**src/csb_pkg.sv**
```systemverilog
`timescale 1ns / 1ps
// ----------------------------------------------------------------------------
// csb_pkg
// Shared widths, command codes, register map and pipeline types for the
// raised-cosine seam blender.
// ----------------------------------------------------------------------------
package csb_pkg;

  // sample and field widths
  localparam int H_W    = 24;
  localparam int CMD_W  = 2;
  localparam int POS_W  = 6;
  localparam int STEP_W = 17;
  localparam int W_W    = 17;

  // blend geometry
  localparam int MAX_OVERLAP    = 64;
  localparam int COS_TABLE_BITS = 10;
  localparam int PHASE_ONE      = 65536;
  localparam int IDX_W          = COS_TABLE_BITS + 1;
  localparam int ROM_DEPTH      = (1 << COS_TABLE_BITS) + 1;

  // command codes; any code with bit 1 set is a corner blend
  localparam logic [CMD_W-1:0] CMD_HORZ = 2'd0;
  localparam logic [CMD_W-1:0] CMD_VERT = 2'd1;

  // pipeline depth: index, rom, weights, products, pair sums, final sum
  localparam int NSTG = 6;

  // configuration port
  localparam int CFG_ADDR_W = 3;
  localparam int CFG_DATA_W = 32;
  localparam int CFG_IDX_W  = CFG_ADDR_W - 2;
  localparam logic [CFG_IDX_W-1:0] REG_PHASE_STEP = 1'b0;
  localparam logic [STEP_W-1:0]    PHASE_STEP_RST = 17'd4369;

  typedef struct packed {
    logic signed [H_W-1:0] a;
    logic signed [H_W-1:0] b;
    logic signed [H_W-1:0] c;
    logic signed [H_W-1:0] d;
  } samples_t;

endpackage

```
**src/csb_index.sv**
```systemverilog
`timescale 1ns / 1ps
// ----------------------------------------------------------------------------
// csb_index
// Stage 1: turns row and column positions into cosine ROM indexes through
// the configured phase step, and routes samples by blend mode.
// ----------------------------------------------------------------------------
module csb_index
  import csb_pkg::*;
(
  input  logic              clk,
  input  logic              en,
  input  logic [CMD_W-1:0]  cmd,
  input  logic [POS_W-1:0]  row_pos,
  input  logic [POS_W-1:0]  col_pos,
  input  logic [STEP_W-1:0] phase_step,
  input  samples_t          samp,
  output logic [IDX_W-1:0]  idx_row_r,
  output logic [IDX_W-1:0]  idx_col_r,
  output samples_t          samp_r
);

  localparam int PHASE_W    = POS_W + STEP_W;
  localparam int ROUND_HALF = 2 ** (15 - COS_TABLE_BITS);

  logic [IDX_W-1:0] row_idx;
  logic [IDX_W-1:0] col_idx;
  logic [IDX_W-1:0] idx_row_nxt;
  logic [IDX_W-1:0] idx_col_nxt;
  samples_t         samp_nxt;

  function automatic logic [IDX_W-1:0] pos_to_index(input logic [POS_W-1:0] pos,
                                                    input logic [STEP_W-1:0] step);
    logic [POS_W-1:0]   p;
    logic [PHASE_W-1:0] phase;
    logic [16:0]        rnd;
    logic [IDX_W-1:0]   idx;
    p = (32'(pos) > 32'(MAX_OVERLAP - 1)) ? POS_W'(MAX_OVERLAP - 1) : pos;
    phase = PHASE_W'(p) * PHASE_W'(step);
    rnd = {1'b0, phase[15:0]} + 17'(ROUND_HALF);
    // saturated phase reads the last entry, which is exactly one
    if (phase >= PHASE_W'(PHASE_ONE)) begin
      idx = IDX_W'(ROM_DEPTH - 1);
    end else begin
      idx = rnd[16:16-COS_TABLE_BITS];
    end
    return idx;
  endfunction

  always_comb begin
    row_idx     = pos_to_index(row_pos, phase_step);
    col_idx     = pos_to_index(col_pos, phase_step);
    samp_nxt    = samp;
    idx_row_nxt = row_idx;
    idx_col_nxt = col_idx;
    // two-sample modes reuse the corner blend with one weight at zero
    case (cmd)
      CMD_HORZ: begin
        idx_row_nxt = '0;
        samp_nxt.c  = samp.b;
      end
      CMD_VERT: begin
        idx_col_nxt = '0;
      end
      default: begin
      end
    endcase
  end

  always_ff @(posedge clk) begin
    if (en) begin
      idx_row_r <= idx_row_nxt;
      idx_col_r <= idx_col_nxt;
      samp_r    <= samp_nxt;
    end
  end

endmodule

```
**config.mk**
```make
export PLATFORM = sky130hd
export DESIGN_NAME = csb_index
export DESIGN_NICKNAME = d
export VERILOG_FILES = /design/src/csb_pkg.sv /design/src/csb_index.sv
export SDC_FILE = /design/constraint.sdc
export NUM_CORES = 1
export LEC_CHECK = 0
export BUFFER_PORTS_ARGS = -buffer_cell sky130_fd_sc_hd__buf_2
export CORE_AREA = 2 2 145 147
export DETAILED_ROUTE_END_ITERATION = 8
export DIE_AREA = 0 0 147 149
export PLACE_DENSITY_LB_ADDON = 0.08
export SLEW_MARGIN = 20
export SYNTH_ARGS = -nofsm -noshare
export SYNTH_HDL_FRONTEND = slang
export SYNTH_SLANG_ARGS = --single-unit
```
**constraint.sdc**
```tcl
create_clock -name clk -period 16.6 [get_ports clk]
set_input_delay 3.32 -clock clk [delete_from_list [all_inputs] [get_ports clk]]
set_output_delay 3.32 -clock clk [all_outputs]
set_load 0.05 [all_outputs]
```
After elaboration in Yosys (flattened, before gate mapping)
Cells that the tools add are included.

storage, ports and cells
  logic and storage cells = 21
  register bits = 118
  input bits = 129

cells by class
  mux-type cells = 3
  reduce and logical (&&, ||, !) cells = 3
  add/subtract/negate cells = 2
  magnitude comparators = 2
  equal/unequal tests = 1
  multipliers = 2

operators with widths
  cell                                                                      number
  23-bit by 17-bit >= comparator with 1-bit output (second input constant)  2
  6-bit by 17-bit multiplier with 23-bit output                             2
  16-bit by 6-bit adder with 17-bit output (second input constant)          2
  24-bit 2-to-1 mux                                                         1
  11-bit 2-to-1 mux                                                         2
  2-bit OR reduction                                                        2
  2-bit by 1-bit == test with 1-bit output (second input constant)          1
  2-bit zero test                                                           1

Logic depth before layout (Yosys ltp)
Gate-level depths: netlist of the first run.

  depth after elaboration = 3
  depth in mapped cells = 19
  depth with buffers taken out = 16

Least setup slack after synthesis of the first run
Ideal clock, no wire load.

  path kind = input -> register
  start = input port phase_step[14]
  end = register idx_col_r[9], data pin
  data arrival time = 7.606 ns
  required time = 16.460 ns
  path slack = 8.854 ns
  library setup time = 0.140 ns
  cell stages on the path = 18
  cells stage by stage = clkbuf_1 -> nand2_1 -> fa_1 -> inv_1 -> fa_1 -> inv_1 -> fa_1 -> inv_1 -> ha_1 -> clkbuf_1 -> and4_4 -> and2_2 -> o32a_2 -> a211o_1 -> a311o_1 -> or3_1 -> buf_6 -> a21oi_2

on the way
  longest elaborated chain between the ends = 3

ends and longest elaborated chain
  what                                               line             text
  start, declared                                    csb_index.sv:15  input logic [STEP_W-1:0] phase_step,
  6-bit by 17-bit multiplier with 23-bit output (*)  csb_index.sv:38  phase = PHASE_W'(p) * PHASE_W'(step);
  23-bit by 17-bit >= comparator with 1-bit output   csb_index.sv:41  if (phase >= PHASE_W'(PHASE_ONE)) begin
  2-bit OR reduction (no source line)                n/a
  end signal, assigned                               csb_index.sv:72  idx_col_r <= idx_col_nxt;
  end, declared                                      csb_index.sv:18  output logic [IDX_W-1:0] idx_col_r,

Mark *: on every way between the ends. The rest lies on a longest branch, timed or not.
A chain may end at the register's enable or synchronous reset.

Worst setup path after layout of the first run
  start = input port row_pos[5]
  end = register idx_row_r[5], data pin

on the way
  longest elaborated chain between the ends = 3

ends and longest elaborated chain
  what                                               line             text
  start, declared                                    csb_index.sv:13  input logic [POS_W-1:0] row_pos,
  6-bit by 17-bit multiplier with 23-bit output (*)  csb_index.sv:38
  23-bit by 17-bit >= comparator with 1-bit output   csb_index.sv:41
  2-bit OR reduction (no source line)                n/a
  end signal, assigned                               csb_index.sv:71  idx_row_r <= idx_row_nxt;
  end, declared                                      csb_index.sv:17  output logic [IDX_W-1:0] idx_row_r,

Marked as above.

==> impl_metrics.py, run 1 <==
metrics = {
    "global_route": {
        "grt_first_pass_wirelength_mm": 40.4,
        "grt_pass1_vias": 8098,
        "antenna_found_initial": 1,
        "grt-ovfl-total": 0,
        "grt_max_degree": 72,
        "grt_util_all_layers_pct": 23.0,
    },
    "cts": {
        "hold_buffers": 0,
        "cts.sinks": 118,
        "numCtsBuffers": 17,
        "clk_pin_slew_worst_paths_ns": 0.06,
        "cts_tree": "done",
        "postCtsSetupRepairBufs": 0,
        "root_buffer": "clkbuf_16",
        "cts_resized": 0,
        "htree_num_levels": 4,
        "clk_path_buf_depth": 2,
    },
    "cells_and_area": {
        "drive_gt1_share_pct": 26.2,
        "fin_cells": 1547,
        "syn_to_final_growth_pct": 18.1,
        "final_nets": 1574,
        "post-route-util_pct": 63.1,
    },
    "timing": {
        "finalHoldViolCount": 0,
        "tightest_slew_ns": 0.918,
        "fmax_ghz": 0.127,
        "relSlewSlack_pct": 38.7,
        "period_needed_ns": 7.84,
        "period_share_pct": 47.3,
        "slew_viol_final": 0,
        "tns_ns": 0,
        "setup_viol": 0,
        "grt_setup_unrepaired": "no",
        "holdWs_ns": 3.09,
    },
    "floorplanning": {
        "core_area_um2": 20600,
        "num_rows": 53,
        "chipWidth_um": 147,
        "die_h_um": 149,
        "dieArea_um2": 21900,
        "io_pins": 247,
        "start_util_pct": 53.4,
    },
    "yosys": {
        "ys_seq_elements": 118,
        "synth_area_per_cell_um2": 10.6,
        "syn-num-nets": 1350,
        "synth-seq-area-share_pct": 32.3,
        "ys_types": 67,
        "syn-cell-area_um2": 11000,
        "synth_flop_cell": "edfxtp_1",
        "yosysWarnings": 0,
        "postSynth.asyncResetShare_pct": 0,
        "syn_inst": 1035,
        "synth_edf_count": 118,
    },
    "outcome": {
        "status": "finished clean",
    },
    "power": {
        "p_total_mw": 1.70,
        "p_per_area_nw_per_um2": 131,
        "p_int_uw": 956,
        "ir_worst_vdd_uv": 87.6,
        "switchingPower_uw": 748,
        "p_comb_share_pct": 57.7,
        "clockPowerShare_pct": 20.8,
        "switching_share_pct": 43.9,
        "pwr-share-seq_pct": 21.6,
        "p_leak_nw": 6.04,
    },
    "critical_path": {
        "startpoint_type": "input port",
        "cp_max_fo": 17,
        "critPathKind": "in2reg",
        "endpoint_kind": "flip-flop",
        "critPathArrivalTime_ns": 8.10,
        "critPathRequiredTime_ns": 16.85,
    },
    "drt": {
        "drt_iter0_markers": 326,
        "drt-vias-per-instance": 5.22,
        "first_pass_iters": 4,
        "ant_nets": 0,
        "vias": 8081,
        "drc": 0,
        "wire_per_inst_um": 16.0,
        "drt-total-wl_mm": 24.7,
    },
    "placement": {
        "placedCellCount": 1515,
        "dp.final_hpwl_mm": 19.8,
        "place_congestion": 0.811,
        "portBuffers": 246,
    },
    "worst_hold_path": {
        "hold_path.class": "in2reg",
    },
    "run": {
        "maxCapViolCount": 0,
    },
}
state kept, by name, summed over array words and instances (netlist names):
register / cells
samp_r: 96
idx_col_r: 11
idx_row_r: 11
final cells by class:
cell class	instances	area [um2]
antenna	1	2.50
clock buffer	17	425
clock inverter	14	154
fill	1746	7580
inverter	139	522
multi-input combinational	736	6740
sequential	118	3540
tap	275	344
timing repair buffer	247	1240
metrics by stage:
stage	instance area (um2)	worst slack (ns)
2_1_floorplan	11000	8.85
3_3_place_gp	12400	8.50
3_5_place_dp	12400	8.35
5_1_grt	13000	8.28
6_report	13000	8.76
4_1_cts	13000	8.77
layer usage:
layer,part of all wire [%],wire [um],global-route usage [%]
met1,43,10700,29.7
met2,50,12500,40.9
met4,1.6,399,5.82
met5,0,0,0
met3,4.9,1210,3.52
critical path: stages:
cell      delay [ns]
buf_2           0.19
and2_1          0.21
fa_1            0.50
fa_1            0.56
inv_1           0.06
fa_1            0.53
inv_1           0.04
ha_1            0.39
and3_1          0.21
a221oi_1        0.12
o31ai_1         0.73
a31oi_1         0.20
xnor2_1         0.18
nor4_1          0.35
nand3b_1        0.32
nor2_1          0.19
kinds of logic after synthesis:
kind of cell	count (synthesis)	synth area share, %
flops	118	32.3
buf+inv	181	6.46
fa+ha+maj	186	29.5
compound gates	121	7.41
simple gates	356	17.9
xor+xnor	44	3.51
mux	29	2.92
layout by cell type (no fill, tap or decap), types with 3 or more instances in the layout:
master and count:
a21o_1 8, or3_1 5, inv_1 139, nor2_1 40
mux2_2 24, a31oi_1 7, and2_1 169, nand2_1 68
a22oi_1 3, and3_2 4, xnor2_1 26, mux2i_1 5
a211o_1 4, fa_1 122, nand4_1 5, a221o_1 3
ha_1 64, nand2b_1 3, edfxtp_1 118, a221oi_1 3
nand3_1 11, nor2_2 9, clkbuf_16 17, xor2_1 18
a21boi_0 3, buf_2 245, a21oi_1 31, o21a_1 3
clkinvlp_4 3, o21bai_1 4, a211oi_1 8, and3_1 10
nor3_1 8, o21ai_0 20, clkinv_4 5, nor4_1 5
Yosys cell counts (11+ instances only):
cell type / instances / share of area (%)
nor2_1: 41 / 1.4
a21oi_1: 31 / 1.4
xor2_1: 18 / 1.4
fa_1: 122 / 22
o21ai_0: 20 / 0.91
edfxtp_1: 118 / 32
mux2_2: 24 / 2.5
and2_1: 169 / 9.6
nand3_1: 11 / 0.50
clkbuf_1: 38 / 1.3
xnor2_1: 26 / 2.1
inv_1: 139 / 4.7
ha_1: 64 / 7.3
nand2_1: 68 / 2.3
path summary, 6_finish.rpt:
path	startpoint	endpoint	slack, ns	depth (start not counted)
max	row_pos[5]	idx_row_r[5]	8.76	16
min	samp[91]	samp_r[91]	3.09	1
power groups by stage:
| stage | logic (mW) | clock network, mW | registers, mW |
|---|---|---|---|
| 4_1_cts | 0.988 | 0.362 | 0.368 |
| 6_report | 0.983 | 0.354 | 0.368 |
| 3_3_place_gp | 0.968 | 0 | 0.373 |
| 3_5_place_dp | 0.983 | 0 | 0.374 |
| 5_1_grt | 1.11 | 0.373 | 0.370 |
| 2_1_floorplan | 0.690 | 0 | 0.475 |
Power figures use the tool's default switching activity.
==> run 2, diff against run 1 <==
--- a/config.mk
+++ b/config.mk
@@ -6,9 +6,9 @@
 export NUM_CORES = 1
 export LEC_CHECK = 0
 export BUFFER_PORTS_ARGS = -buffer_cell sky130_fd_sc_hd__buf_2
-export CORE_AREA = 2 2 145 147
+export CORE_AREA = 2 2 150 152
 export DETAILED_ROUTE_END_ITERATION = 8
-export DIE_AREA = 0 0 147 149
+export DIE_AREA = 0 0 152 154
 export PLACE_DENSITY_LB_ADDON = 0.08
 export SLEW_MARGIN = 20
 export SYNTH_ARGS = -nofsm -noshare
==> constraint.sdc (replaced) <==
create_clock -name clk -period 7.1 [get_ports clk]
set_input_delay 1.42 -clock clk [delete_from_list [all_inputs] [get_ports clk]]
set_output_delay 1.42 -clock clk [all_outputs]
set_load 0.05 [all_outputs]
==> impl_metrics.py, run 2 (same netlist as run 1, synthesis figures left out) <==
metrics = {
    "outcome": {
        "status": "finished clean",
    },
    "cts": {
        "clk_path_buf_depth": 2,
        "cts_resized": 0,
        "clk_pin_slew_worst_paths_ns": 0.06,
        "numCtsBuffers": 17,
        "htree_num_levels": 4,
        "cts.sinks": 118,
        "hold_buffers": 0,
        "postCtsSetupRepairBufs": 0,
        "root_buffer": "clkbuf_16",
        "cts_tree": "done",
    },
    "timing": {
        "setup_viol": 0,
        "tns_ns": 0,
        "fmax_ghz": 0.168,
        "period_share_pct": 83.8,
        "slew_viol_final": 0,
        "period_needed_ns": 5.95,
        "tightest_slew_ns": 0.952,
        "relSlewSlack_pct": 36.4,
        "fin_ws_ns": 1.15,
        "holdWs_ns": 1.19,
        "grt_setup_unrepaired": "no",
        "finalHoldViolCount": 0,
    },
    "cells_and_area": {
        "final_common_cell": "buf_2",
        "regMostFlops": "samp_r",
        "syn_to_final_growth_pct": 18.2,
        "final_area_um2": 13000,
        "final_nets": 1574,
        "drive_gt1_share_pct": 26.2,
        "final_cell_mix": "245 x buf_2, 169 x and2_1, 139 x inv_1",
        "largest_reg_flops": 96,
        "top_regs": "samp_r: 96 flops, idx_col_r: 11 flops, idx_row_r: 11 flops",
    },
    "drt": {
        "drt_iter0_markers": 390,
        "vias": 8173,
        "drc": 0,
        "wl_met1_mm": 11.3,
        "first_pass_iters": 5,
        "ant_nets": 0,
        "drt-vias-per-instance": 5.26,
        "wire_per_inst_um": 16.9,
        "wl_met3_mm": 1.17,
        "drt-total-wl_mm": 26.3,
        "top_layer": "met5",
        "wl_met2_mm": 13.4,
    },
    "critical_path": {
        "worst-path-stages": 16,
        "cpPeakStageDelay_ns": 0.76,
        "critPathArrivalTime_ns": 6.20,
        "critPathBufInv": 3,
        "critPathTopFamily": "adder cells",
        "critPathKind": "in2reg",
        "cpMostUsedCell": "fa_1",
        "cp_slowest_cell": "o31ai_1",
        "crit_chain": "buf_2 > and2_1 > fa_1 > fa_1 > inv_1 > fa_1 > inv_1 > ha_1 > and3_1 > a221oi_1 > o31ai_1 > a31oi_1 > xnor2_1 > nor4_1 > nand3b_1 > nor2_1",
        "startpoint_type": "input port",
        "cp_max_fo": 17,
        "critPathRequiredTime_ns": 7.35,
        "endpoint_kind": "flip-flop",
    },
    "floorplanning": {
        "chipWidth_um": 152,
        "die_h_um": 154,
        "start_util_pct": 50.7,
        "dieArea_um2": 23400,
        "core_area_um2": 21700,
        "num_rows": 54,
        "io_pins": 247,
    },
    "placement": {
        "post-place-ws_ns": 0.793,
        "portBuffers": 246,
        "dp.final_hpwl_mm": 20.7,
        "place_area_um2": 12400,
        "place_congestion": 0.832,
    },
    "global_route": {
        "antenna_found_initial": 4,
        "grt_pass1_vias": 8125,
        "grt_first_pass_wirelength_mm": 42.8,
        "grt_util_all_layers_pct": 22.8,
        "grt-ovfl-total": 0,
        "grt_max_degree": 75,
    },
    "run": {
        "maxCapViolCount": 0,
    },
    "worst_hold_path": {
        "hold_path.class": "in2reg",
        "hold_path_end": "samp_r[1]",
        "whs_path_depth": 1,
        "min_from": "samp[1]",
    },
    "power": {
        "ir_worst_vdd_uv": 177,
        "p_total_mw": 4.00,
        "p_per_area_nw_per_um2": 308,
        "p_leak_nw": 6.04,
    },
}
-- run 2: cell types whose count changed in the layout (fill, tap and decap cells not counted) --
cell,previous run,this run
clkbuf_1,0,1
clkinv_4,5,3
diode_2,1,2
clkinv_2,2,3
inv_6,2,3
-- run 2: worst max-delay path by stage --
stage                         startpoint           end  slack (ns)
after global routing          row_pos[4]  idx_row_r[4]        0.75
after global placement        col_pos[0]  idx_col_r[9]        0.85
after CTS                     row_pos[5]  idx_row_r[4]        1.20
final                         row_pos[5]  idx_row_r[4]        1.15
after detailed placement      row_pos[4]  idx_row_r[4]        0.79
after floorplan           phase_step[14]  idx_col_r[9]        1.25
-- run 2: metal layers --
layer / track usage [%] / vias to the layer above
met3: 4.00 / 30
met4: 5.70 / 4
li1: - / 3869
met2: 39.7 / 213
met5: 0 / -
met1: 29.7 / 4057
-- run 2: layout make-up --
cell class	instances	area, um2
fillers	1901	8710
multi-input cells	736	6740
flip-flops and latches	118	3540
repair buffers	247	1240
inverters	139	522
clock buffers	18	429
well taps	280	350
clock inverters	14	150
diodes	2	5.00
-- run 2: power by group --
part	internal (mW)	total (mW)	switching, mW	leakage [nW]
Sequential	0.846	0.860	0.0141	1.15
Clock	0.519	0.839	0.320	0.277
Combinational	0.873	2.30	1.43	4.61
-- run 2: per-stage QoR --
stage	util, %	cells
finish	59.9	1554
global route	59.9	1554
CTS	59.8	1552
detailed placement	57.2	1520
global placement	57.2	1520
floorplan	-	1035
==> run 3, diff against run 2 <==
--- a/config.mk
+++ b/config.mk
@@ -6,9 +6,9 @@
 export NUM_CORES = 1
 export LEC_CHECK = 0
 export BUFFER_PORTS_ARGS = -buffer_cell sky130_fd_sc_hd__buf_2
-export CORE_AREA = 2 2 150 152
+export CORE_AREA = 2 2 145 147
 export DETAILED_ROUTE_END_ITERATION = 8
-export DIE_AREA = 0 0 152 154
+export DIE_AREA = 0 0 147 149
 export PLACE_DENSITY_LB_ADDON = 0.08
 export SLEW_MARGIN = 20
 export SYNTH_ARGS = -nofsm -noshare
==> constraint.sdc (replaced) <==
create_clock -name clk -period 5.6 [get_ports clk]
set_input_delay 1.12 -clock clk [delete_from_list [all_inputs] [get_ports clk]]
set_output_delay 1.12 -clock clk [all_outputs]
set_load 0.05 [all_outputs]
==> impl_metrics.py, run 3 (same netlist as run 1, synthesis figures left out) <==
metrics = {
    "cells_and_area": {
        "final_common_cell": "buf_2",
        "largest_reg_flops": 96,
        "post-route-util_pct": 66.8,
        "top_regs": "samp_r: 96 flops, idx_col_r: 11 flops, idx_row_r: 11 flops",
        "regMostFlops": "samp_r",
        "final_area_um2": 13700,
        "fin_cells": 1643,
        "final_cell_mix": "245 x buf_2, 169 x and2_1, 139 x inv_1",
        "final_nets": 1671,
        "syn_to_final_growth_pct": 25.0,
        "drive_gt1_share_pct": 31.5,
        "antenna_cells": 0,
    },
    "critical_path": {
        "endpoint_kind": "flip-flop",
        "critPathRequiredTime_ns": 5.87,
        "crit_chain": "buf_2 > and2_1 > fa_1 > inv_1 > fa_1 > fa_1 > inv_1 > ha_1 > a211oi_1 > buf_4 > o211a_1 > nor4_1 > buf_4 > o41ai_2 > buf_4 > xnor2_1 > or3_1 > or3_1 > buf_4 > nor2_2",
        "critPathBufInv": 7,
        "cpMostUsedCell": "buf_4",
        "cp_slowest_cell": "fa_1",
        "cp_max_fo": 15,
        "critPathKind": "in2reg",
        "critPathTopFamily": "adder cells",
        "critPathArrivalTime_ns": 5.58,
        "cpPeakStageDelay_ns": 0.53,
        "worst-path-stages": 20,
        "startpoint_type": "input port",
    },
    "timing": {
        "fmax_ghz": 0.188,
        "grt_setup_unrepaired": "no",
        "relSlewSlack_pct": 32.3,
        "tns_ns": 0,
        "period_needed_ns": 5.31,
        "slew_viol_final": 0,
        "tightest_slew_ns": 1.02,
        "finalHoldViolCount": 0,
        "setup_viol": 0,
        "period_share_pct": 94.8,
    },
    "global_route": {
        "antenna_found_initial": 1,
        "grt_pass1_vias": 8228,
        "grt_util_all_layers_pct": 23.1,
        "grt-ovfl-total": 0,
        "grt_max_degree": 83,
        "grt_first_pass_wirelength_mm": 40.6,
    },
    "drt": {
        "vias": 8407,
        "drt-total-wl_mm": 24.9,
        "ant_nets": 0,
        "drt_iter0_markers": 314,
        "first_pass_iters": 5,
        "drc": 0,
        "drt-vias-per-instance": 5.12,
        "wire_per_inst_um": 15.2,
    },
    "cts": {
        "postCtsSetupRepairBufs": 0,
        "numCtsBuffers": 17,
        "htree_num_levels": 4,
        "cts.sinks": 118,
        "root_buffer": "clkbuf_16",
        "clk_pin_slew_worst_paths_ns": 0.06,
        "cts_tree": "done",
        "clk_path_buf_depth": 2,
    },
    "worst_hold_path": {
        "hold_path.class": "in2reg",
        "whs_path_depth": 1,
    },
    "floorplanning": {
        "io_pins": 247,
        "num_rows": 53,
        "start_util_pct": 53.4,
        "chipWidth_um": 147,
        "dieArea_um2": 21900,
        "die_h_um": 149,
        "core_area_um2": 20600,
    },
    "power": {
        "switchingPower_mw": 2.28,
        "p_total_mw": 5.44,
        "pwr-share-seq_pct": 20.0,
        "switching_share_pct": 41.9,
        "ir_worst_vdd_uv": 194,
        "p_comb_share_pct": 60.5,
        "p_int_mw": 3.16,
        "clockPowerShare_pct": 19.5,
        "p_per_area_nw_per_um2": 396,
        "p_leak_nw": 6.52,
    },
    "run": {
        "maxCapViolCount": 0,
    },
    "outcome": {
        "status": "finished clean",
    },
    "placement": {
        "dp.final_hpwl_mm": 20.4,
        "place_area_um2": 13100,
        "placedCellCount": 1612,
        "portBuffers": 246,
        "place_congestion": 0.877,
    },
}
==> run 3: cell types whose count changed in the layout (fill, tap and decap cells not counted), sizes merged <==
cell      change
buf          +97
clkinv        -2
diode         -2
clkbuf        -1
clkinvlp      +1
inv           +1
==> run 3: repair_timing <==
| item | CTS | global route |
|---|---|---|
| setup endpoints to repair | 0 | 10 |
| hold buffers | 0 | 0 |
| resized for setup | 0 | 1 |
==> run 3: final cells by class <==
class	instances	area, um2
fillers	1707	6830
multi-input cells	736	6750
flip-flops and latches	118	3540
repair buffers	344	1990
inverters	139	522
clock buffers	17	425
well taps	275	344
clock inverters	14	153
==> run 3: final timing paths <==
| kind | slack, ns | start | endpoint |
|---|---|---|---|
| worst min-delay path | 0.88 | samp[13] | samp_r[13] |
| worst max-delay path | 0.29 | col_pos[0] | idx_col_r[3] |
==> run 3: through the flow <==
stage | setup WS (ns) | hold slack (ns)
CTS | 0.216 | 0.865
global placement | -0.0860 | 1.30
global route | 0.00941 | 0.862
floorplan | 0.0538 | 1.22
finish | 0.289 | 0.883
detailed placement | -0.147 | 1.30
==> run 3: power by group through the flow <==
stage	Sequential (mW)	Combinational, mW	Clock [mW]
floorplan	1.41	2.04	0
global placement	1.11	3.26	0
detailed placement	1.11	3.29	0
CTS	1.09	3.31	1.08
global route	1.10	3.69	1.11
finish	1.09	3.29	1.06
==> run 3: routing by layer <==
layer  vias up  GRT usage, %  wire, um
met3        28          3.09      1180
met1      4116          30.7     10800
met2       205          40.1     12500
li1       4056             -         -
met5         -             0        13
met4         2          6.73       507
